File: src/rtl/rtc_time_to_bcd_registers_unit_defines.svh
// assertion macros shared by the rtc bcd encoder rtl
// no dependencies; each macro expects clk and rst in scope
`ifndef RTC_TIME_TO_BCD_REGISTERS_UNIT_DEFINES_SVH
`define RTC_TIME_TO_BCD_REGISTERS_UNIT_DEFINES_SVH

`ifndef SYNTHESIS

`define RTCBCD_ASSERT_HOLD(label, ante, cons, msg) \
  label: assert property (@(posedge clk) disable iff (rst) (ante) |-> (cons)) else $error(msg);

`define RTCBCD_ASSERT_NEXT(label, ante, cons, msg) \
  label: assert property (@(posedge clk) disable iff (rst) (ante) |=> (cons)) else $error(msg);

`else

`define RTCBCD_ASSERT_HOLD(label, ante, cons, msg)

`define RTCBCD_ASSERT_NEXT(label, ante, cons, msg)

`endif

`endif

File: src/rtl/rtcbcd_pkg.sv
// types, codes and small lookup functions for the rtc bcd encoder
// no dependencies
package rtcbcd_pkg;

  localparam int unsigned YEAR_BASE = 2000;

  typedef enum logic [2:0] {
    STATUS_OK     = 3'd0,
    STATUS_MONTH  = 3'd1,
    STATUS_DAY    = 3'd2,
    STATUS_HOUR   = 3'd3,
    STATUS_MINUTE = 3'd4,
    STATUS_SECOND = 3'd5,
    STATUS_YEAR   = 3'd6
  } status_t;

  typedef struct packed {
    logic [11:0] year_value;
    logic [3:0]  month_value;
    logic [4:0]  day_value;
    logic [4:0]  hour_value;
    logic [5:0]  minute_value;
    logic [5:0]  second_value;
    logic        mode_24h;
    logic        is_pm;
  } time_t;

  typedef struct packed {
    logic [7:0] seconds_byte;
    logic [7:0] minutes_byte;
    logic [7:0] hours_byte;
    logic [2:0] weekday_byte;
    logic [7:0] day_byte;
    logic [7:0] month_byte;
    logic [7:0] year_byte;
  } regs_t;

  // days in a common year, month 1..12
  function automatic logic [4:0] month_days(input logic [3:0] month);
    logic [4:0] days;
    unique case (month)
      4'd2:                      days = 5'd28;
      4'd4, 4'd6, 4'd9, 4'd11:   days = 5'd30;
      default:                   days = 5'd31;
    endcase
    return days;
  endfunction

  // sakamoto month offsets
  function automatic logic [2:0] month_offset(input logic [3:0] month);
    logic [2:0] off;
    unique case (month)
      4'd2, 4'd6:   off = 3'd3;
      4'd3, 4'd11:  off = 3'd2;
      4'd4, 4'd7:   off = 3'd5;
      4'd8:         off = 3'd1;
      4'd9, 4'd12:  off = 3'd4;
      4'd10:        off = 3'd6;
      default:      off = 3'd0;
    endcase
    return off;
  endfunction

  // two-digit bcd of a value below 100, tens by reciprocal multiply
  function automatic logic [7:0] to_bcd(input logic [6:0] value);
    logic [14:0] prod;
    logic [3:0]  tens;
    logic [6:0]  ones;
    prod = 15'(value) * 15'd205;
    tens = prod[14:11];
    ones = value - 7'({3'b000, tens} * 7'd10);
    return {tens, ones[3:0]};
  endfunction

endpackage

File: src/rtl/rtcbcd_check.sv
// field validation for the rtc bcd encoder, first failing check wins
// depends on rtcbcd_pkg
module rtcbcd_check (
  input  rtcbcd_pkg::time_t   item,
  output rtcbcd_pkg::status_t status
);

  logic [24:0] cent_prod;
  logic [5:0]  century;
  logic [11:0] cent_rem;
  logic        leap;
  logic [4:0]  day_limit;
  logic        hour_bad;

  // year / 100 via reciprocal, exact over the 12-bit range
  assign cent_prod = 25'(item.year_value) * 25'd5243;
  assign century   = cent_prod[24:19];
  assign cent_rem  = item.year_value - 12'(12'(century) * 12'd100);
  assign leap      = ((item.year_value[1:0] == 2'b00) && (cent_rem != 12'd0))
                  || ((cent_rem == 12'd0) && (century[1:0] == 2'b00));

  assign day_limit = rtcbcd_pkg::month_days(item.month_value)
                   + {4'd0, (item.month_value == 4'd2) && leap};

  assign hour_bad = item.mode_24h ? (item.hour_value > 5'd23)
                  : ((item.hour_value == 5'd0) || (item.hour_value > 5'd12));

  always_comb begin
    priority if ((item.month_value == 4'd0) || (item.month_value > 4'd12)) begin
      status = rtcbcd_pkg::STATUS_MONTH;
    end else if ((item.day_value == 5'd0) || (item.day_value > day_limit)) begin
      status = rtcbcd_pkg::STATUS_DAY;
    end else if (hour_bad) begin
      status = rtcbcd_pkg::STATUS_HOUR;
    end else if (item.minute_value > 6'd59) begin
      status = rtcbcd_pkg::STATUS_MINUTE;
    end else if (item.second_value > 6'd59) begin
      status = rtcbcd_pkg::STATUS_SECOND;
    end else if ((item.year_value < 12'(rtcbcd_pkg::YEAR_BASE))
              || (item.year_value > 12'(rtcbcd_pkg::YEAR_BASE + 99))) begin
      status = rtcbcd_pkg::STATUS_YEAR;
    end else begin
      status = rtcbcd_pkg::STATUS_OK;
    end
  end

endmodule

File: src/rtl/rtcbcd_encode.sv
// bcd register bytes and weekday for a checked date and time
// depends on rtcbcd_pkg; all bytes forced to zero unless status is ok
module rtcbcd_encode (
  input  rtcbcd_pkg::time_t   item,
  input  rtcbcd_pkg::status_t status,
  output rtcbcd_pkg::regs_t   regs
);

  logic [11:0] year_off;
  logic [6:0]  yy;
  logic        early;
  logic [7:0]  yr_adj;
  logic [7:0]  yr_quarter;
  logic [7:0]  wd_sum;
  logic [14:0] wd_prod;
  logic [5:0]  wd_quot;
  logic [7:0]  wd_rem;
  logic [2:0]  weekday;
  logic [7:0]  hour_bcd;
  rtcbcd_pkg::regs_t full;

  assign year_off = item.year_value - 12'(rtcbcd_pkg::YEAR_BASE);
  assign yy       = year_off[6:0];

  // january and february count against the previous year; the year may
  // drop to -1 (1999), floor division by four keeps the sum right
  assign early      = item.month_value < 4'd3;
  assign yr_adj     = {1'b0, yy} - {7'd0, early};
  assign yr_quarter = {yr_adj[7], yr_adj[7], yr_adj[7:2]};

  // centuries fold to a constant that is 0 mod 7; +7 keeps the sum positive
  assign wd_sum = yr_adj + yr_quarter
                + {5'd0, rtcbcd_pkg::month_offset(item.month_value)}
                + {3'd0, item.day_value} + 8'd7;

  // mod 7 via reciprocal estimate and one correction step
  assign wd_prod = 15'(wd_sum) * 15'd73;
  assign wd_quot = wd_prod[14:9];
  assign wd_rem  = wd_sum - 8'({2'b00, wd_quot} * 8'd7);
  assign weekday = (wd_rem >= 8'd7) ? 3'(wd_rem - 8'd7) : wd_rem[2:0];

  assign hour_bcd = rtcbcd_pkg::to_bcd({2'b00, item.hour_value})
                  | {item.mode_24h, 1'b0, ~item.mode_24h & item.is_pm, 5'd0};

  always_comb begin
    full.seconds_byte = rtcbcd_pkg::to_bcd({1'b0, item.second_value});
    full.minutes_byte = rtcbcd_pkg::to_bcd({1'b0, item.minute_value});
    full.hours_byte   = hour_bcd;
    full.weekday_byte = weekday;
    full.day_byte     = rtcbcd_pkg::to_bcd({2'b00, item.day_value});
    full.month_byte   = rtcbcd_pkg::to_bcd({3'b000, item.month_value});
    full.year_byte    = rtcbcd_pkg::to_bcd(yy);
  end

  assign regs = (status == rtcbcd_pkg::STATUS_OK) ? full : '0;

endmodule

File: src/rtl/rtc_time_to_bcd_registers_unit.sv
// rtc date/time to bcd register encoder, top level; depends on rtcbcd_pkg,
// rtcbcd_check, rtcbcd_encode and the shared assertion macro header
// path: an accepted word is held in the input register, then in the result register
// throughput: one word per cycle while m_axis_tready is high, set by the input and result registers
// reset: synchronous active-high rst empties both register stages; payload keeps its value
// one result word per input word, in order
`include "rtc_time_to_bcd_registers_unit_defines.svh"

module rtc_time_to_bcd_registers_unit (
  input  logic        clk,
  input  logic        rst,
  input  logic        s_axis_tvalid,
  output logic        s_axis_tready,
  // year_value[11:0], month_value[15:12], day_value[20:16], hour_value[25:21],
  // minute_value[31:26], second_value[37:32], zero fill[39:38]
  input  logic [39:0] s_axis_tdata,
  // mode_24h[0], is_pm[1]
  input  logic [1:0]  s_axis_tuser,
  output logic        m_axis_tvalid,
  input  logic        m_axis_tready,
  // seconds_byte[7:0], minutes_byte[15:8], hours_byte[23:16], weekday_byte[26:24],
  // day_byte[34:27], month_byte[42:35], year_byte[50:43], zero fill[55:51]
  output logic [55:0] m_axis_tdata,
  // status[2:0]
  output logic [2:0]  m_axis_tuser
);

  // input register stage
  logic                in_valid;
  rtcbcd_pkg::time_t   in_item;

  // result register stage
  logic                out_valid;
  rtcbcd_pkg::regs_t   out_regs;
  rtcbcd_pkg::status_t out_status;

  // combinational results from the input register
  rtcbcd_pkg::status_t status;
  rtcbcd_pkg::regs_t   regs;

  logic in_take;
  logic out_load;

  // result register frees when empty or when its word is taken
  assign out_load      = in_valid && (!out_valid || m_axis_tready);
  // input register takes a word when it is empty or when its word moves to the result register
  assign s_axis_tready = !in_valid || out_load;
  assign in_take       = s_axis_tvalid && s_axis_tready;

  always_ff @(posedge clk) begin
    if (rst) begin
      in_valid <= 1'b0;
    end else if (in_take) begin
      in_valid <= 1'b1;
    end else if (out_load) begin
      in_valid <= 1'b0;
    end
  end

  // unpack the stream word into named fields
  always_ff @(posedge clk) begin
    if (in_take) begin
      in_item.year_value   <= s_axis_tdata[11:0];
      in_item.month_value  <= s_axis_tdata[15:12];
      in_item.day_value    <= s_axis_tdata[20:16];
      in_item.hour_value   <= s_axis_tdata[25:21];
      in_item.minute_value <= s_axis_tdata[31:26];
      in_item.second_value <= s_axis_tdata[37:32];
      in_item.mode_24h     <= s_axis_tuser[0];
      in_item.is_pm        <= s_axis_tuser[1];
    end
  end

  // validation, then encoding gated by its status
  rtcbcd_check u_check (
    .item   (in_item),
    .status (status)
  );

  rtcbcd_encode u_encode (
    .item   (in_item),
    .status (status),
    .regs   (regs)
  );

  always_ff @(posedge clk) begin
    if (rst) begin
      out_valid <= 1'b0;
    end else if (out_load) begin
      out_valid <= 1'b1;
    end else if (m_axis_tready) begin
      out_valid <= 1'b0;
    end
  end

  always_ff @(posedge clk) begin
    if (out_load) begin
      out_regs   <= regs;
      out_status <= status;
    end
  end

  // pack the result word, lowest field first
  assign m_axis_tvalid = out_valid;
  assign m_axis_tuser  = out_status;
  assign m_axis_tdata  = {5'd0,
                          out_regs.year_byte,
                          out_regs.month_byte,
                          out_regs.day_byte,
                          out_regs.weekday_byte,
                          out_regs.hours_byte,
                          out_regs.minutes_byte,
                          out_regs.seconds_byte};

  // a failed check never carries register bytes
  `RTCBCD_ASSERT_HOLD(a_fail_zero, out_valid && (out_status != rtcbcd_pkg::STATUS_OK), out_regs == '0, "failed status with nonzero bytes")
  // weekday stays within sunday..saturday
  `RTCBCD_ASSERT_HOLD(a_weekday_range, out_valid, out_regs.weekday_byte != 3'd7, "weekday out of range")
  // an empty result register never blocks the input
  `RTCBCD_ASSERT_HOLD(a_ready_when_empty, !out_valid, s_axis_tready, "input stalled with empty result register")
  // a word moved forward shows up as a result next cycle
  `RTCBCD_ASSERT_NEXT(a_load_to_out, out_load, out_valid, "loaded result not valid")
  // a held input word is not dropped
  `RTCBCD_ASSERT_NEXT(a_in_hold, in_valid && !out_load, in_valid, "input word lost while stalled")

endmodule
File: config.mk
export PLATFORM = sky130hd
export DESIGN_NAME = rtc_time_to_bcd_registers_unit
export DESIGN_NICKNAME = d
export VERILOG_FILES = /design/src/rtl/rtcbcd_pkg.sv /design/src/rtl/rtcbcd_check.sv /design/src/rtl/rtcbcd_encode.sv /design/src/rtl/rtc_time_to_bcd_registers_unit.sv
export VERILOG_INCLUDE_DIRS = /design/src /design/src/rtl
export SDC_FILE = /design/constraint.sdc
export NUM_CORES = 1
export LEC_CHECK = 0
export BUFFER_PORTS_ARGS = -buffer_cell sky130_fd_sc_hd__buf_2
export CORE_ASPECT_RATIO = 2
export CORE_UTILIZATION = 50
export DETAILED_ROUTE_END_ITERATION = 8
export PLACE_DENSITY = 0.69
export SLEW_MARGIN = 20
export SYNTH_ARGS = -nofsm -noshare
export SYNTH_HDL_FRONTEND = slang
export SYNTH_SLANG_ARGS = --single-unit
File: constraint.sdc
create_clock -name clk -period 12.3 [get_ports clk]
set_input_delay 0.615 -clock clk [delete_from_list [all_inputs] [get_ports clk]]
set_output_delay 0.615 -clock clk [all_outputs]
set_load 0.02 [all_outputs]
# == Word-level counts from Yosys, hierarchy flattened ==
# Memories as Yosys holds them, arrays and structs flattened. A register that Yosys moved wholly into a read port is not among the register bits.
# Index checks and enable logic that the tools add are counted.
# word_totals
regBits,96
rom_bits,48
in_bits,46
out_inout_bits,61
wordCells,112
mem_count,1
# op_classes
n_addsub,16
mul,16
order_cmp,10
eq_ne,5
muxes,14
n_bitwise,3
n_reduce_logical,25
# mem_list
memory,depth,width,rd,rd_clocked_by_memory_dff,wr,line,rtl
(name not given),16,3,1,1,0,rtcbcd_pkg.sv:52,unique case (month)
# op_table
cell,count
$mul 6x8->14 const B,2
$mul 5x8->13 const B,2
$mul 12x13->25 const B,1
$sub 4x4->4,6
$mux 3,7
$mul 7x8->15 const B,1
$mul 8x7->15 const B,1
$gt 12x12->1 const B,1
$gt 6x6->1 const B,2
$logic_not 12->1,1
$lt 12x11->1 const B,1
$mul 4x8->12 const B,1
$reduce_bool 12->1,1
$sub 12x12->12,1
$logic_not 5->1,2
$mul 6x5->10 const B,1
$add 8x3->8,1
$add 8x3->8 const B,1
$add 8x5->8,1
$add 8x8->8,1
$eq 4x3->1 const B,2
$eq 4x4->1 const B,2
$ge 8x3->1 const B,1
$mul 6x3->8 const B,1
other kinds (29),48

# == Logic depth before layout (Yosys ltp) ==
# Gate-level depths: netlist of run 1.
# logic_depth
depth_word,13
ltp_mapped,42
depth_no_buf,41

# == Modules after synthesis ==
# Synthesis of run 1 repeated with hierarchy kept, for this count alone.
# hier_totals
cells_unflattened,1229
area_unflattened_um2,12849.8
# modules_own_cells
mod,instances,cells_each,area_per_inst_um2,seq_area_each_um2
rtcbcd_encode,1,687,5997.0,0.0
rtcbcd_check,1,432,3885.0,0.0
rtc_time_to_bcd_registers_unit,1,110,2967.8,2862.7

# == Worst setup path after synthesis of run 1 ==
# OpenSTA, ideal clock, no wires.
# synth_timing
path_kind,register to register
startpoint,register in_item[34] in the netlist's numbering
endpoint,"register out_regs, in the netlist m_axis_tdata[24] (data pin)"
setup_ps,131
arrival_ps,9805
required_ps,12169
setup_slack_ps,2364
path_stages_with_launch,41
path_buffers,1
period_less_slack_ps,9936
path_cell_list,edfxtp_1 > inv_1 > fa_1 > inv_1 > fa_1 > inv_1 > fa_1 > inv_1 > fa_1 > inv_1 > fa_1 > inv_1 > ha_1 > a21o_1 > a211oi_1 > o21ai_0 > o31ai_1 > nand2b_1 > (+5 left out) > fa_1 > xnor2_1 > ha_1 > o21a_1 > a221o_1 > a31o_2 > xor2_1 > nor4_1 > a21oi_1 > ha_1 > ha_1 > a2bb2oi_1 > o311ai_1 > o2111ai_1 > or2_0 > buf_2 > or4_1 > nand2_1
# synth_via
elab_chain_cells,13
elab_cells_between_ends,35
cone_classes,add/sub (10); mul (4); order compare (4); mux (7); reduce/logical (10)
# synth_lines
item,line,rtl
"start, declared",rtc_time_to_bcd_registers_unit.sv:30,rtcbcd_pkg::time_t in_item;
branches (longest 13 deep; another with $mul 8x7->15),-,
"end signal, assigned",rtc_time_to_bcd_registers_unit.sv:98,out_regs <= regs;
"end, declared",rtc_time_to_bcd_registers_unit.sv:34,rtcbcd_pkg::regs_t out_regs;
# Parallel ways; which one is timed is not known.
# A chain may end at the register's enable or synchronous reset.

# == Worst setup path in the final report of run 1 ==
# Same ends and word-level chain as after synthesis.

==> metrics.log, run 1 <==
INFO  metric grt_first_pass_wirelength = 43.6 mm
INFO  metric setup.worst_path.start_class = flip-flop
INFO  metric clock_skew = 11.6 ps
INFO  metric place.detailed.hpwl = 22.6 mm
INFO  metric finalSetupTns = 0 ps
INFO  metric placementRows = 81
INFO  metric dieArea = 25900 µm²
INFO  metric die_x = 114 µm
INFO  metric synth_ff_type = sky130_fd_sc_hd__edfxtp_1
INFO  metric post-cts-setup-buffer-count = 0
INFO  metric fill_cells = 2214
INFO  metric synth_seq_area_share = 0.213
INFO  metric synth_top_cell_by_area = sky130_fd_sc_hd__ha_1
INFO  metric ant_nets = 0
INFO  metric synthDominantCellAreaShare = 0.347
INFO  metric post_synth_edffs = 86
INFO  metric synth-warning-count = 0
INFO  metric outcome = finished, final reports clean
INFO  metric final_cell_mix = 350 x sky130_fd_sc_hd__ha_1, 235 x sky130_fd_sc_hd__inv_1, 91 x sky130_fd_sc_hd__buf_2, 89 x sky130_fd_sc_hd__fa_1, 86 x sky130_fd_sc_hd__edfxtp_1
INFO  metric main_combinational_cell_family_by_area_after_synthesis = adder cells
INFO  metric via_count_of_the_first_global_routing_pass = 9476
INFO  metric ctsHoldBuffers = 0
INFO  metric critPathRequiredTime = 12540 ps
INFO  metric globalplace.congestion = 0.884
INFO  metric async_flop_share = 0
INFO  metric grt_usage = 0.222
INFO  metric tightest_slew_margin_relative_to_the_limit = 0.306
INFO  metric top_level_ports = 107
INFO  metric clock-sinks = 91
INFO  metric max_cap_violations = 0
INFO  metric tightestPinTransition = 1040 ps
INFO  metric post-route-min-period = 11260 ps
INFO  metric slowest_stage = sky130_fd_sc_hd__o31ai_1
INFO  metric hold_path.startpoint = rst
INFO  metric routedWlPerCell = 16.0 µm
INFO  metric worst_skew_pair.late_latency = 380 ps
INFO  metric floorplan.initialDensity = 0.512
INFO  metric worstPathMaxFanout = 12
INFO  metric final.period_utilization = 0.915
INFO  metric largest_net_degree_at_the_start_of_global_routing = 46
INFO  metric post_synth_main_area_contributors = sky130_fd_sc_hd__ha_1 35%, sky130_fd_sc_hd__edfxtp_1 20%, sky130_fd_sc_hd__fa_1 14%
INFO  metric timing.fmax = 88.8 MHz
INFO  metric critical_path_class = flip-flop to flip-flop
INFO  metric data_arrival_time_of_the_critical_path = 11500 ps
INFO  metric most_common_cell_after_layout_fill_and_taps_aside = sky130_fd_sc_hd__ha_1
INFO  metric cts_max_level = 3
INFO  metric cts-buffers-inserted = 9
INFO  metric post_drt_via_cell_ratio = 5.31
INFO  metric worst_hold_path_class = primary input to flip-flop
INFO  metric synthXorXnorAreaFrac = 0.0546
INFO  metric post_route_cells_drive_above_1_share = 0.101
INFO  metric globalRoute.totalOverflow = 0
INFO  metric min_delay_path_depth = 2
INFO  metric final-max-slew-violation-count = 0
INFO  metric final_nets = 1802
INFO  metric post_detailed_route_drc_marker_count = 0
INFO  metric hold_viol = 0
INFO  metric clk_pin_slew_worst_paths = 80 ps
INFO  metric synth_compound_gate_area_share = 0.0876
INFO  metric tritoncts = built
INFO  metric portBuffers = 91
INFO  metric detail_route.iter0.violations = 206
INFO  metric crit_start = in_item[34]$_DFFE_PP_
INFO  metric cts_repair_resize_count = 0
INFO  metric synth_fa_ha_area_frac = 0.489
INFO  metric synth_area_per_cell = 10.4 µm²
INFO  metric reg2reg_from = in_item[34]$_DFFE_PP_
INFO  metric fp.coreArea = 24600 µm²
INFO  metric synth_simple_gate_area_share = 0.0708
INFO  metric synthesis.area = 12600 µm²
INFO  metric dpl-instance-area = 13500 µm²
INFO  metric cp-end-kind = flip-flop
INFO  metric grt_antenna_before_repair = 0
INFO  metric ys_ff_latch = 91
INFO  metric post-route-cell-area = 13700 µm²
INFO  metric synthesis.instances = 1214
INFO  metric y_dimension_of_the_die = 227 µm
INFO  metric timing.critical_path.mode_cell = sky130_fd_sc_hd__ha_1
INFO  metric num_vias = 8776
INFO  metric antennaDiodeCount = 0
INFO  metric bufs_on_longest_clock_path = 2
INFO  metric post_synth_mux_area_share = 0.00506
INFO  metric grt_setup_unrepaired = no
INFO  metric layout-area-overhead-vs-synth = 9.06%
INFO  metric synth_cell_types = 71
INFO  metric clk_root_buffer_cell = sky130_fd_sc_hd__clkbuf_16
INFO  metric setup-violations-final = 0
INFO  metric wl = 26.5 mm
INFO  metric worstRegToRegCells = 40
INFO  metric drt_first_pass_iters = 4
INFO  metric cp_slowest_stage_delay = 650 ps
==> layer usage <==
layer | track usage | wire, µm | vias up
li1 | - | - | 4326
met1 | 0.200 | 8990 | 4244
met2 | 0.451 | 15400 | 142
met3 | 0.0401 | 907 | 64
met4 | 0.114 | 1180 | 0
met5 | 0 | 0 | -
==> cell usage after synthesis (4+ instances only) <==
cell	n
sky130_fd_sc_hd__a211oi_1	6
sky130_fd_sc_hd__a21o_1	17
sky130_fd_sc_hd__a21oi_1	55
sky130_fd_sc_hd__a31oi_1	6
sky130_fd_sc_hd__and2_1	9
sky130_fd_sc_hd__buf_4	13
sky130_fd_sc_hd__dfxtp_1	5
sky130_fd_sc_hd__edfxtp_1	86
sky130_fd_sc_hd__fa_1	89
sky130_fd_sc_hd__ha_1	350
sky130_fd_sc_hd__inv_1	236
sky130_fd_sc_hd__nand2_1	35
sky130_fd_sc_hd__nand2b_1	8
sky130_fd_sc_hd__nand3_1	14
sky130_fd_sc_hd__nand4_1	8
sky130_fd_sc_hd__nand4b_1	4
sky130_fd_sc_hd__nor2_1	61
sky130_fd_sc_hd__nor2b_1	14
sky130_fd_sc_hd__nor3_1	4
sky130_fd_sc_hd__o211ai_1	9
sky130_fd_sc_hd__o21a_1	6
sky130_fd_sc_hd__o21ai_0	21
sky130_fd_sc_hd__or2_2	8
sky130_fd_sc_hd__xnor2_1	48
sky130_fd_sc_hd__xor2_1	28
==> stage by stage <==
stage               setup WS, ps  std cells  hold WS, ps   util
floorplan                   2360       1226          478      -
global placement            1180       1638          506  0.547
detailed placement          1060       1638          516  0.547
CTS                         1010       1654          388  0.558
global route                 360       1654          398  0.558
finish                      1040       1654          403  0.558
==> sequential cells by signal, summed over array words and instances (netlist names), named ones only <==
register       count
m_axis_tdata      43
in_item           40
m_axis_tuser       3
in_valid           1
m_axis_tvalid      1
==> area by class of cell <==
type,count,area (µm²),share of cell area
Clock buffer,9,225,0.0164
Multi-Input combinational cell,880,8960,0.652
Timing Repair Buffer,98,508,0.0370
Tap cell,332,415,0.0302
Inverter,237,890,0.0647
Sequential cell,91,2680,0.195
Clock inverter,7,60.1,0.00437
==> final timing paths <==
| kind | to | slack (ps) |
|---|---|---|
| setup / recovery | m_axis_tdata[24]$_SDFFCE_PP0P_ | 1040 |
| setup reg to reg | m_axis_tdata[24]$_SDFFCE_PP0P_ | 1040 |
| hold / removal | in_valid$_SDFFE_PP0P_ | 400 |
| hold reg to reg | m_axis_tvalid$_SDFFE_PP0P_ | 530 |
==> kinds of logic (layout without fill, tap and decap cells) <==
| kind of cell | Yosys count | count (layout) |
|---|---|---|
| AND/OR/NAND/NOR | 180 | 180 |
| XOR/XNOR | 77 | 77 |
| buffers and inverters | 255 | 351 |
| flip-flops | 91 | 91 |
| other | 1 | 13 |
| adder cells (fa/ha/maj) | 439 | 439 |
| AO/OA/AOI/OAI | 165 | 165 |
| multiplexers | 6 | 6 |
==> worst max-delay path, delay by kind of cell (launching register included) <==
kind | cells | cell delay, ps
flops | 1 | 570
compound gates | 12 | 3010
buf+inv | 7 | 630
xor+xnor | 3 | 480
simple gates | 5 | 1290
fa+ha+maj | 13 | 5110
Power of run 1 is left out: the tool's default activity adds up to more than one toggle a clock period on the data nets, which glitch-free logic cannot reach.
==> run 2: changes to the inputs <==
CORE_ASPECT_RATIO = default   (was 2)
==> metrics.log, run 2 (synthesis results as in run 1) <==
INFO  metric outcome = finished, final reports clean
INFO  metric dieArea = 25800 µm²
INFO  metric drt_first_pass_iters = 4
INFO  metric data_arrival_time_of_the_critical_path = 11350 ps
INFO  metric final_critical_path_setup_slack = 1180 ps
INFO  metric final_cell_mix = 350 x sky130_fd_sc_hd__ha_1, 235 x sky130_fd_sc_hd__inv_1, 91 x sky130_fd_sc_hd__buf_2, 89 x sky130_fd_sc_hd__fa_1, 86 x sky130_fd_sc_hd__edfxtp_1
INFO  metric critPathRequiredTime = 12530 ps
INFO  metric slowest_stage = sky130_fd_sc_hd__edfxtp_1
INFO  metric wl = 24.6 mm
INFO  metric fp.coreArea = 24500 µm²
INFO  metric num_vias = 8533
INFO  metric grt_usage = 0.202
INFO  metric globalRoute.totalOverflow = 0
INFO  metric post_route_cells_drive_above_1_share = 0.101
INFO  metric dpl-instance-area = 13500 µm²
INFO  metric finalSetupTns = 0 ps
INFO  metric post_detailed_route_drc_marker_count = 0
INFO  metric cts-buffers-inserted = 9
INFO  metric post-route-cell-area = 13700 µm²
INFO  metric die_x = 161 µm
INFO  metric grt_antenna_before_repair = 1
INFO  metric ctsHoldBuffers = 0
INFO  metric largest_register_ffs = 43
INFO  metric timing.fmax = 89.9 MHz
INFO  metric hold_viol = 0
INFO  metric final.period_utilization = 0.904
INFO  metric tightest_slew_margin_relative_to_the_limit = 0.303
INFO  metric detail_route.iter0.violations = 321
INFO  metric floorplan.initialDensity = 0.514
INFO  metric routedWlPerCell = 14.9 µm
INFO  metric placementRows = 57
INFO  metric setup.worst_path.start_class = flip-flop
INFO  metric globalplace.congestion = 0.847
INFO  metric place.detailed.hpwl = 20.4 mm
INFO  metric max_cap_violations = 0
INFO  metric largest_net_degree_at_the_start_of_global_routing = 46
INFO  metric portBuffers = 91
INFO  metric tritoncts = built
INFO  metric top_level_ports = 107
INFO  metric grt_first_pass_wirelength = 41.8 mm
INFO  metric clock_skew = 17.0 ps
INFO  metric clk_root_buffer_cell = sky130_fd_sc_hd__clkbuf_16
INFO  metric tightestPinTransition = 1040 ps
INFO  metric layout-area-overhead-vs-synth = 9.04%
INFO  metric worstPathMaxFanout = 13
INFO  metric finalHoldWorstSlack = 424 ps
INFO  metric y_dimension_of_the_die = 161 µm
INFO  metric final_nets = 1802
INFO  metric worst_hold_path_class = primary input to flip-flop
INFO  metric antennaDiodeCount = 0
INFO  metric critical_path_class = flip-flop to flip-flop
INFO  metric ant_nets = 0
INFO  metric clock-sinks = 91
INFO  metric cp_slowest_stage_delay = 590 ps
INFO  metric bufs_on_longest_clock_path = 2
INFO  metric cp.buffers_inverters = 6
INFO  metric most_common_cell_after_layout_fill_and_taps_aside = sky130_fd_sc_hd__ha_1
INFO  metric crit_family = adder cells
INFO  metric post-cts-setup-buffer-count = 0
INFO  metric post_drt_via_cell_ratio = 5.18
INFO  metric timing.critical_path.mode_cell = sky130_fd_sc_hd__ha_1
INFO  metric worst_skew_pair.late_latency = 360 ps
INFO  metric cts_max_level = 3
INFO  metric cp-end-kind = flip-flop
INFO  metric grt_setup_unrepaired = no
INFO  metric cts_repair_resize_count = 0
INFO  metric setup-violations-final = 0
INFO  metric clk_pin_slew_worst_paths = 80 ps
INFO  metric via_count_of_the_first_global_routing_pass = 8829
INFO  metric final-max-slew-violation-count = 0
INFO  metric post-route-min-period = 11120 ps
INFO  metric post-place-ws = 1230 ps
[run 2: cell count changes in the layout (fill, tap and decap cells not counted)]
cell                         previous run  this run
sky130_fd_sc_hd__clkinvlp_4             2         0
sky130_fd_sc_hd__clkinv_4               0         1
sky130_fd_sc_hd__clkinv_8               0         1
sky130_fd_sc_hd__inv_6                  2         3
sky130_fd_sc_hd__inv_8                  2         1
[run 2: path summary, 6_finish.rpt]
check                         from                             end  slack [ps]  cells past startpoint
max          in_item[34]$_DFFE_PP_  m_axis_tdata[24]$_SDFFCE_PP0P_        1180                     39
max reg2reg  in_item[34]$_DFFE_PP_  m_axis_tdata[24]$_SDFFCE_PP0P_        1180                     39
min reg2reg  in_valid$_SDFFE_PP0P_      m_axis_tvalid$_SDFFE_PP0P_         530                      2
min                            rst           in_valid$_SDFFE_PP0P_         420                      2
[run 2: layout make-up]
cell class | count | area [µm²]
inverter | 237 | 890
multi-input combinational | 880 | 8960
tap | 324 | 405
fill | 2184 | 10800
sequential | 91 | 2680
clock buffer | 9 | 225
timing repair buffer | 98 | 508
clock inverter | 7 | 67.6
[run 2: layer usage]
metal	up-vias	track usage	part of all wire
met2	134	0.349	0.48
li1	4329	-	-
met4	0	0.0485	0.015
met5	-	0	0
met3	22	0.0269	0.034
met1	4048	0.268	0.47
[run 2: metrics by stage]
stage | cells | util
floorplan | 1226 | -
global placement | 1630 | 0.548
detailed placement | 1630 | 0.548
CTS | 1646 | 0.560
global route | 1646 | 0.560
finish | 1646 | 0.560
Power of run 2 is left out for the same reason.
==> run 3: changes to the inputs <==
CORE_UTILIZATION = 30   (was 50)
PLACE_DENSITY = default   (was 0.69)
==> metrics.log, run 3 (synthesis results as in run 1) <==
INFO  metric cts_max_level = 3
INFO  metric detail_route.iter0.violations = 301
INFO  metric worstPathMaxFanout = 31
INFO  metric grt_first_pass_wirelength = 43.0 mm
INFO  metric post_route_cells_drive_above_1_share = 0.0993
INFO  metric cp_slowest_stage_delay = 600 ps
INFO  metric dp_cells = 1835
INFO  metric finalSetupTns = 0 ps
INFO  metric place.detailed.hpwl = 21.6 mm
INFO  metric placementRows = 74
INFO  metric hold_path.startpoint = s_axis_tdata[16]
INFO  metric clock-sinks = 91
INFO  metric layout-area-overhead-vs-synth = 11.2%
INFO  metric slowest_stage = sky130_fd_sc_hd__edfxtp_1
INFO  metric top_level_ports = 107
INFO  metric portBuffers = 91
INFO  metric post_drt_via_cell_ratio = 4.58
INFO  metric critical_path_class = flip-flop to flip-flop
INFO  metric final_cell_mix = 350 x sky130_fd_sc_hd__ha_1, 235 x sky130_fd_sc_hd__inv_1, 91 x sky130_fd_sc_hd__buf_2, 89 x sky130_fd_sc_hd__fa_1, 86 x sky130_fd_sc_hd__edfxtp_1
INFO  metric timing.critical_path.mode_cell = sky130_fd_sc_hd__ha_1
INFO  metric ctsHoldBuffers = 0
INFO  metric antennaDiodeCount = 0
INFO  metric capturing_point_of_the_worst_reg2reg_path = m_axis_tdata[49]$_SDFFCE_PP0P_
INFO  metric cp-end-kind = flip-flop
INFO  metric bufs_on_longest_clock_path = 2
INFO  metric ant_nets = 0
INFO  metric largest_net_degree_at_the_start_of_global_routing = 46
INFO  metric max_cap_violations = 0
INFO  metric cp.buffers_inverters = 7
INFO  metric final-max-slew-violation-count = 0
INFO  metric final.period_utilization = 0.904
INFO  metric die_x = 207 µm
INFO  metric via_count_of_the_first_global_routing_pass = 8788
INFO  metric globalplace.congestion = 0.816
INFO  metric drt_first_pass_iters = 6
INFO  metric final_nets = 1799
INFO  metric clock_skew = 17.0 ps
INFO  metric min_to = in_item[19]$_DFFE_PP_
INFO  metric timing.fmax = 89.9 MHz
INFO  metric cts-buffers-inserted = 9
INFO  metric y_dimension_of_the_die = 207 µm
INFO  metric fp.coreArea = 41100 µm²
INFO  metric data_arrival_time_of_the_critical_path = 11220 ps
INFO  metric outcome = finished, final reports clean
INFO  metric post-route-min-period = 11120 ps
INFO  metric post-cts-setup-buffer-count = 0
INFO  metric setup-violations-final = 0
INFO  metric worst_skew_pair.late_latency = 370 ps
INFO  metric grt_antenna_before_repair = 0
INFO  metric num_vias = 8484
INFO  metric worstRegToRegCells = 40
INFO  metric fin_cells = 1851
INFO  metric most_common_cell_after_layout_fill_and_taps_aside = sky130_fd_sc_hd__ha_1
INFO  metric worst_hold_path_class = primary input to flip-flop
INFO  metric critPathRequiredTime = 12400 ps
INFO  metric dieArea = 42800 µm²
INFO  metric min_delay_path_depth = 1
INFO  metric clk_pin_slew_worst_paths = 80 ps
INFO  metric tritoncts = built
INFO  metric post_detailed_route_drc_marker_count = 0
INFO  metric tightest_slew_margin_relative_to_the_limit = 0.403
INFO  metric cts_repair_resize_count = 0
INFO  metric globalRoute.totalOverflow = 0
INFO  metric setup.worst_path.start_class = flip-flop
INFO  metric largest_register_ffs = 43
INFO  metric tightestPinTransition = 894 ps
INFO  metric fill_cells = 4242
INFO  metric crit_family = adder cells
INFO  metric grt_usage = 0.127
INFO  metric wl = 26.2 mm
INFO  metric clk_root_buffer_cell = sky130_fd_sc_hd__clkbuf_16
INFO  metric reg2reg_from = in_item[34]$_DFFE_PP_
INFO  metric routedWlPerCell = 14.1 µm
INFO  metric reg2reg_setup_slack = 1180 ps
INFO  metric floorplan.initialDensity = 0.307
INFO  metric hold_viol = 0
INFO  metric grt_setup_unrepaired = no
run 3: worst max-delay path by stage:
stage / cells after the start / slack (ps) / to / from
2_1_floorplan: 40 / 2360 / m_axis_tdata[24]$_SDFFCE_PP0P_ / in_item[34]$_DFFE_PP_
3_3_place_gp: 40 / 1310 / m_axis_tdata[49]$_SDFFCE_PP0P_ / in_item[34]$_DFFE_PP_
3_5_place_dp: 40 / 1210 / m_axis_tdata[49]$_SDFFCE_PP0P_ / in_item[34]$_DFFE_PP_
4_1_cts: 40 / 1160 / m_axis_tdata[49]$_SDFFCE_PP0P_ / in_item[34]$_DFFE_PP_
5_1_grt: 40 / 380 / m_axis_tdata[49]$_SDFFCE_PP0P_ / in_item[34]$_DFFE_PP_
6_report: 40 / 1180 / m_axis_tdata[49]$_SDFFCE_PP0P_ / in_item[34]$_DFFE_PP_
run 3: final cells by class:
type                            instances  area, µm²  area share
Clock buffer                            9        225      0.0161
Clock inverter                          7       98.8     0.00705
Inverter                              237        891      0.0636
Multi-Input combinational cell        880       8960       0.640
Sequential cell                        91       2680       0.191
Tap cell                              532        666      0.0475
Timing Repair Buffer                   95        485      0.0346
run 3: worst reg2reg max path, delay by kind of cell, from the launching register on:
kind / cells / cell delay, ps
simple gates: 5 / 890
xor+xnor: 3 / 460
fa+ha+maj: 13 / 5040
buf+inv: 7 / 880
flops: 1 / 600
compound gates: 12 / 2980
run 3: per-stage QoR:
| step | utilization | area (µm²) | hold slack [ps] | setup WS (ps) |
|---|---|---|---|---|
| after floorplan | - | 12600 | 478 | 2360 |
| after global placement | 0.333 | 13700 | 507 | 1310 |
| after detailed placement | 0.333 | 13700 | 511 | 1210 |
| after CTS | 0.341 | 14000 | 402 | 1160 |
| after global routing | 0.341 | 14000 | 407 | 379 |
| final | 0.341 | 14000 | 418 | 1180 |
run 3: per-layer routing:
layer	vias up	routed length, µm	GRT usage
li1	4320	-	-
met2	86	12900	0.224
met3	19	607	0.0188
met4	0	452	0.0401
met1	4059	12200	0.159
met5	-	0	0
Power of run 3 is left out for the same reason.
